===== config.mk =====
export PLATFORM = sky130hd
export DESIGN_NAME = uart_buffered_tx_rx_queues
export DESIGN_NICKNAME = d
export VERILOG_FILES = /design/src/rtl/uartq_pkg.sv /design/src/rtl/uart_buffered_tx_rx_queues.sv /design/src/rtl/uartq_ram.sv /design/src/rtl/uartq_queue.sv
export SDC_FILE = /design/constraint.sdc
export NUM_CORES = 1
export LEC_CHECK = 0
export BUFFER_PORTS_ARGS = -buffer_cell sky130_fd_sc_hd__buf_2
export CORE_UTILIZATION = 45
export DETAILED_ROUTE_END_ITERATION = 8
export PLACE_DENSITY = 0.64
export REMOVE_ABC_BUFFERS = 1
export SETUP_SLACK_MARGIN = 0.4
export SYNTH_ARGS = -nofsm -noshare
export SYNTH_HDL_FRONTEND = slang
export SYNTH_HIERARCHICAL = 1
export SYNTH_SLANG_ARGS = --single-unit

===== constraint.sdc =====
create_clock -name aclk -period 8.3 [get_ports aclk]
set_input_delay 1.245 -clock aclk [delete_from_list [all_inputs] [get_ports aclk]]
set_output_delay 1.245 -clock aclk [all_outputs]
set_load 0.05 [all_outputs]

===== src/rtl/uartq_pkg.sv =====
// Shared types and constants for the buffered serial port queues.
`timescale 1ns / 1ps

package uartq_pkg;

    // Default number of slots in each ring queue (one slot always stays empty).
    localparam int QUEUE_DEPTH = 16;

    // Width of one queued byte.
    localparam int BYTE_W = 8;

    // Event codes carried on the input channel.
    localparam logic [1:0] CMD_HOST_WRITE = 2'd0;
    localparam logic [1:0] CMD_HOST_READ  = 2'd1;
    localparam logic [1:0] CMD_TX_DONE    = 2'd2;
    localparam logic [1:0] CMD_RX_BYTE    = 2'd3;

    // Status that a ring queue reports to the control logic.
    typedef struct packed {
        logic              empty;
        logic              full;
        logic [BYTE_W-1:0] head;
    } uartq_status_t;

endpackage


===== src/rtl/uart_buffered_tx_rx_queues.sv =====
// Top level of the buffered serial port: event decode, two ring queues and result register.
`timescale 1ns / 1ps

// The block takes one event per transfer on the s_ channel and returns exactly
// one result per event on the m_ channel. The queue pointers, the burst flag
// and the result are all updated at the edge that accepts the event, and the
// result stands in the m_ register from the next cycle on. A new event is
// accepted in every cycle while the result register is empty or being taken,
// so the sustained rate is one event per cycle. Each queue has DEPTH slots and
// holds at most DEPTH-1 bytes; its head byte comes from a RAM with a registered
// read that is addressed with the head pointer of the next cycle, with a bypass
// for a byte written into the head slot. The queue stores need no clearing
// after reset.

module uart_buffered_tx_rx_queues import uartq_pkg::*; #(
    parameter int DEPTH = QUEUE_DEPTH
) (
    input  logic        aclk,
    input  logic        aresetn,
    // Event channel.
    input  logic        s_tvalid,
    output logic        s_tready,
    input  logic [7:0]  s_tdata,   // [7:0] data_byte
    input  logic [1:0]  s_tuser,   // [1:0] command
    // Result channel.
    output logic        m_tvalid,
    input  logic        m_tready,
    output logic [23:0] m_tdata    // [0] accepted, [8:1] read_byte, [9] read_empty,
                                   // [10] send_valid, [18:11] send_byte, [19] sending,
                                   // [23:20] zero
);

    logic              accept;
    logic [1:0]        cmd;
    logic [BYTE_W-1:0] data;

    uartq_status_t     tx_status, rx_status;
    logic              tx_push, tx_pop_try, tx_pop;
    logic              rx_push, rx_pop;
    logic [BYTE_W-1:0] tx_byte;
    logic              burst_reg, burst_next;

    logic              res_accepted;
    logic [BYTE_W-1:0] res_read_byte;
    logic              res_read_empty;
    logic              res_send_valid;
    logic [BYTE_W-1:0] res_send_byte;

    logic              m_tvalid_reg;
    logic [23:0]       m_tdata_reg;

    assign s_tready = !m_tvalid_reg || m_tready;
    assign accept   = s_tvalid && s_tready;
    assign cmd      = s_tuser;
    assign data     = s_tdata;

    // Transmit side: push on a host write with room, then pop at once when no
    // burst runs; a transmitter-done event always tries to pop.
    assign tx_push    = accept && (cmd == CMD_HOST_WRITE) && !tx_status.full;
    assign tx_pop_try = accept && ((cmd == CMD_TX_DONE) || (tx_push && !burst_reg));
    assign tx_pop     = tx_pop_try && (!tx_status.empty || tx_push);

    // An empty queue being pushed and popped together yields the pushed byte.
    always_comb begin
        if (!tx_pop) begin
            tx_byte = '0;
        end else if (tx_status.empty) begin
            tx_byte = data;
        end else begin
            tx_byte = tx_status.head;
        end
    end

    assign res_send_valid = tx_pop_try && (tx_byte != '0);
    assign res_send_byte  = res_send_valid ? tx_byte : '0;
    assign burst_next     = tx_pop_try ? (tx_byte != '0) : burst_reg;
    assign res_accepted   = tx_push;

    // Receive side: push an arriving byte with room, pop on a host read.
    assign rx_push        = accept && (cmd == CMD_RX_BYTE) && !rx_status.full;
    assign rx_pop         = accept && (cmd == CMD_HOST_READ) && !rx_status.empty;
    assign res_read_byte  = rx_pop ? rx_status.head : '0;
    assign res_read_empty = accept && (cmd == CMD_HOST_READ) && rx_status.empty;

    uartq_queue #(
        .DEPTH (DEPTH)
    ) u_tx_queue (
        .aclk      (aclk),
        .aresetn   (aresetn),
        .push      (tx_push),
        .push_data (data),
        .pop       (tx_pop),
        .status    (tx_status)
    );

    uartq_queue #(
        .DEPTH (DEPTH)
    ) u_rx_queue (
        .aclk      (aclk),
        .aresetn   (aresetn),
        .push      (rx_push),
        .push_data (data),
        .pop       (rx_pop),
        .status    (rx_status)
    );

    // Burst flag and result valid.
    always_ff @(posedge aclk) begin
        if (!aresetn) begin
            burst_reg    <= 1'b0;
            m_tvalid_reg <= 1'b0;
        end else begin
            burst_reg <= burst_next;
            if (accept) begin
                m_tvalid_reg <= 1'b1;
            end else if (m_tready) begin
                m_tvalid_reg <= 1'b0;
            end
        end
    end

    // Result payload, loaded with each accepted event.
    always_ff @(posedge aclk) begin
        if (accept) begin
            m_tdata_reg <= {4'b0000, burst_next, res_send_byte, res_send_valid,
                            res_read_empty, res_read_byte, res_accepted};
        end
    end

    assign m_tvalid = m_tvalid_reg;
    assign m_tdata  = m_tdata_reg;

endmodule


===== src/rtl/uartq_ram.sv =====
// Generic single-port-write, single-port-read RAM with a registered read.
`timescale 1ns / 1ps

module uartq_ram #(
    parameter int WIDTH = 8,
    parameter int DEPTH = 16
) (
    input  logic                     aclk,
    input  logic                     wr_en,
    input  logic [$clog2(DEPTH)-1:0] wr_addr,
    input  logic [WIDTH-1:0]         wr_data,
    input  logic [$clog2(DEPTH)-1:0] rd_addr,
    output logic [WIDTH-1:0]         rd_data
);

    logic [WIDTH-1:0] mem_reg [DEPTH];
    logic [WIDTH-1:0] rd_data_reg;

    // Write port and registered read port; a read of the address being
    // written returns the old contents.
    always_ff @(posedge aclk) begin
        if (wr_en) begin
            mem_reg[wr_addr] <= wr_data;
        end
        rd_data_reg <= mem_reg[rd_addr];
    end

    assign rd_data = rd_data_reg;

endmodule


===== src/rtl/uartq_queue.sv =====
// Byte ring queue with one slot kept empty, holding its head byte ready each cycle.
`timescale 1ns / 1ps

module uartq_queue import uartq_pkg::*; #(
    parameter int DEPTH = QUEUE_DEPTH
) (
    input  logic              aclk,
    input  logic              aresetn,
    input  logic              push,
    input  logic [BYTE_W-1:0] push_data,
    input  logic              pop,
    output uartq_status_t     status
);

    localparam int PTR_W = $clog2(DEPTH);
    localparam logic [PTR_W-1:0] LAST_SLOT = PTR_W'(DEPTH - 1);

    logic [PTR_W-1:0]  rd_ptr_reg, rd_ptr_next;
    logic [PTR_W-1:0]  wr_ptr_reg, wr_ptr_next;
    logic [PTR_W-1:0]  wr_ptr_inc, rd_ptr_inc;
    logic              fwd_reg, fwd_next;
    logic [BYTE_W-1:0] fwd_data_reg;
    logic [BYTE_W-1:0] ram_q;

    // Pointer advance with wrap at the last slot.
    assign wr_ptr_inc = (wr_ptr_reg == LAST_SLOT) ? '0 : wr_ptr_reg + PTR_W'(1);
    assign rd_ptr_inc = (rd_ptr_reg == LAST_SLOT) ? '0 : rd_ptr_reg + PTR_W'(1);

    assign wr_ptr_next = push ? wr_ptr_inc : wr_ptr_reg;
    assign rd_ptr_next = pop  ? rd_ptr_inc : rd_ptr_reg;

    // The RAM is always read at the head pointer of the next cycle. When that
    // slot is written at the same edge, the written byte is forwarded instead.
    assign fwd_next = push && (wr_ptr_reg == rd_ptr_next);

    uartq_ram #(
        .WIDTH (BYTE_W),
        .DEPTH (DEPTH)
    ) u_ram (
        .aclk    (aclk),
        .wr_en   (push),
        .wr_addr (wr_ptr_reg),
        .wr_data (push_data),
        .rd_addr (rd_ptr_next),
        .rd_data (ram_q)
    );

    // Pointer and forwarding registers.
    always_ff @(posedge aclk) begin
        if (!aresetn) begin
            rd_ptr_reg <= '0;
            wr_ptr_reg <= '0;
            fwd_reg    <= 1'b0;
        end else begin
            rd_ptr_reg <= rd_ptr_next;
            wr_ptr_reg <= wr_ptr_next;
            fwd_reg    <= fwd_next;
        end
    end

    always_ff @(posedge aclk) begin
        fwd_data_reg <= push_data;
    end

    // Status seen by the control logic in the current cycle.
    assign status.empty = (rd_ptr_reg == wr_ptr_reg);
    assign status.full  = (wr_ptr_inc == rd_ptr_reg);
    assign status.head  = fwd_reg ? fwd_data_reg : ram_q;

endmodule


==> run_results.csv <==
group,metric,value,unit
clocking,clk_pin_slew,0.06,ns
logic_synthesis,yosysSeqAreaShare,0.7217,
critical_path,critPathKind,"reg -> reg",
power_and_ir_drop,cellPowerDensity,233.0,nW/µm²
flow_run,drv_cap,0,
critical_path,cp_slowest_cell,"dfxtp_1",
outcome,status,"finished, final reports clean",
power_and_ir_drop,p_sw,0.6956,mW
die,core_area,28010,µm²
logic_synthesis,synth-main-ff-cell,"edfxtp_1",
die,die_h,171.5,µm
detailed_routing,vias_per_cell,5.559,
logic_synthesis,synth_cell_types,44,
critical_path,crit_fanout,32,
logic_synthesis,synth_top_family_by_area,"multiplexers",
detailed_routing,drc,0,
power_and_ir_drop,p_int,2.672,mW
clocking,post_cts_resized,0,
critical_path,r2r_start,"u_tx_queue/wr_ptr_reg[0]",
timing,fin_setup_tns,0,ns
timing,slew_headroom,0.2975,
timing,max_freq,0.2064,GHz
detailed_routing,drt_wl_total,24710,µm
clocking,cts_buffer_depth,3,
critical_path,reg2reg_depth,15,
detailed_routing,avgRoutedWirePerCell,21.41,µm
logic_synthesis,synthSimpleGateAreaFrac,0.05905,
timing,fin_crit_sh,0.5838,
logic_synthesis,synthXorXnorAreaFrac,0.01897,
timing,setup_viol,0,
critical_path,worst_ep_arrival_time,5.27,ns
layout,nFillCells,2172,
logic_synthesis,syn_avg_cell_area,18.52,µm²
layout,mostFrequentLayoutCells,"276 x edfxtp_1, 52 x dfxtp_1, 36 x mux4_2, 35 x buf_2, 33 x nand2_1",
power_and_ir_drop,power.total,3.367,mW
layout,postLayoutCellArea,14450,µm²
timing,worst_slew_pin_slew,1.045,ns
power_and_ir_drop,seqPwrFrac,0.541,
logic_synthesis,synth_compound_area_frac,0.03049,
logic_synthesis,yosysWarnings,6,
placement,placed_area,13460,µm²
timing,rsz0062_at_grt,"no",
timing,finClkSkew,0.01381,ns
clocking,htree_levels,1,
detailed_routing,ant_nets,0,
power_and_ir_drop,swShare,0.2066,
global_route,grt_pass1_wl,38320,µm
logic_synthesis,synth.cell_area,12930,µm²
layout,nets,770,
global_route,grt_max_degree,37,
critical_path,cp-end-kind,"register",
placement,dp_hpwl,15280,µm
placement,place_congestion,0.8010,
placement,portBuffers,35,
timing,layout_setup_ws,3.455,ns
critical_path,cp_cell_sequence,"ha_1 > a31oi_1 > xor2_1 > nor4_1 > nor3_1 > a21oi_1 > or3_1 > inv_1 > xor2_1 > nand2_1 > inv_1 > buf_4 > mux4_2 > a22oi_1 > nand2_1",
clocking,root_buffer,"clkbuf_16",
layout,layout-drive-gt1-share,0.2113,
die,dieArea,29410,µm²
global_route,overflow,0,
critical_path,critPathLaunch,"u_tx_queue/wr_ptr_reg[0]",
die,rows,61,
clocking,worstSkewPairLatency,0.55,ns
logic_synthesis,ys_seq_elements,328,
layout,final_common_cell,"edfxtp_1",
detailed_routing,via_count,6415,
timing,drv_slew,0,
clocking,clock_sinks,328,
logic_synthesis,muxShareOfSynthArea,0.1444,
power_and_ir_drop,p_clk_frac,0.402,
placement,dp_slack,3.499,ns
clocking,cts_tree,"built",
global_route,gr-usage-all-layers,0.1752,
power_and_ir_drop,ir_drop,0.1451,mV
clocking,hold_buffers,0,
logic_synthesis,synth-edff-count,276,
critical_path,slowest_delay,0.67,ns
layout,n_antenna_cell,0,
global_route,grt_pass1_vias,6494,
hold_path,min_from,"burst_reg",
power_and_ir_drop,power_frac_comb,0.058,
timing,fin_crit,4.845,ns
detailed_routing,drtPass1Iterations,5,
die,boundaryPins,40,
hold_path,worstHoldPathCells,2,
hold_path,min_path_type,"reg -> reg",
logic_synthesis,synthAdderAreaFrac,0.003872,
clocking,postCtsSetupBuffers,0,
critical_path,cp.required,8.73,ns
power_and_ir_drop,leakagePower,4.821,nW
logic_synthesis,synthCells,698,
timing,holdWs,0.5125,ns
layout,area_growth,11.81,%
detailed_routing,detail_route.iter0.violations,417,
clocking,numCtsBuffers,31,
logic_synthesis,async_flop_share,0,
die,start_util,0.4615,
critical_path,cp-start-kind,"register",
timing,hold_viol,0,
die,dieWidth,171.5,µm
global_route,grt_antenna_before_repair,0,
## cell usage after synthesis (5+ instances only)
master           instances  share of area
nor2b_1                  8         0.0039
o21ai_0                  5         0.0019
edfxtp_1               276           0.64
nor2_1                  27         0.0078
dfxtp_1                 52          0.081
buf_6                    7         0.0061
clkdlybuf4s25_2          6         0.0046
nor2_2                   9         0.0044
xor2_1                  12         0.0081
inv_1                   10         0.0029
a21oi_1                 10         0.0039
nand2_1                 33         0.0096
mux2_2                  16          0.014
and2_1                  16         0.0077
mux2i_1                 14          0.011
nor3_1                  14         0.0054
xnor2_1                 16          0.011
nor4_1                   7         0.0034
buf_2                    6         0.0023
buf_4                    7         0.0041
a22oi_1                 32          0.019
mux4_1                  28          0.057
mux4_2                  36          0.063
## worst max-delay path: cells and delay by family (launching register included)
kind            cells  cell delay, ns
simple gates        5            1.33
buf+inv             3            0.77
flops               1            0.67
mux                 1            0.62
compound gates      3            0.57
xor+xnor            2            0.41
fa+ha+maj           1            0.33
## cell families after synthesis
group / after synthesis
compound gates: 57
xor+xnor: 28
fa+ha+maj: 4
buf+inv: 40
flops: 328
mux: 94
other cells: 1
simple gates: 146
## power groups by stage
stage	logic (mW)	registers (mW)	clock network, mW
finish	0.194	1.82	1.35
global route	0.210	1.82	1.43
CTS	0.196	1.82	1.38
detailed placement	0.196	1.86	0
global placement	0.193	1.85	0
floorplan	0.110	1.87	0
## stage by stage
step,cells,utilization
floorplan,671,-
global placement,1097,0.4806
detailed placement,1097,0.4806
CTS,1154,0.5160
global route,1154,0.5160
finish,1154,0.5160
## path summary, 6_finish.rpt
| path | end | slack (ns) |
|---|---|---|
| setup reg to reg | u_tx_queue/u_ram/rd_data[6] | 3.45 |
| hold / removal | burst_reg | 0.51 |
| setup / recovery | u_tx_queue/u_ram/rd_data[6] | 3.45 |
| hold reg to reg | burst_reg | 0.51 |
## area by class of cell
class,count,area [µm²],share of cell area
sequential,328,9329,0.6455
multi-input combinational,333,3351,0.2318
clock buffer,50,925.9,0.06406
tap,378,473.0,0.03272
timing repair buffer,48,272.8,0.01887
clock inverter,7,63.81,0.004415
inverter,10,37.54,0.002597
## metal layers
layer / global-route usage / wire length [µm] / vias up
met1: 0.2444 / 10720 / 3289
met2: 0.2883 / 12050 / 201
met5: 0 / 0 / -
met3: 0.02669 / 1509 / 39
li1: - / - / 2886
met4: 0.04503 / 424 / 0
No activity file was read; power rests on OpenSTA's default activity.
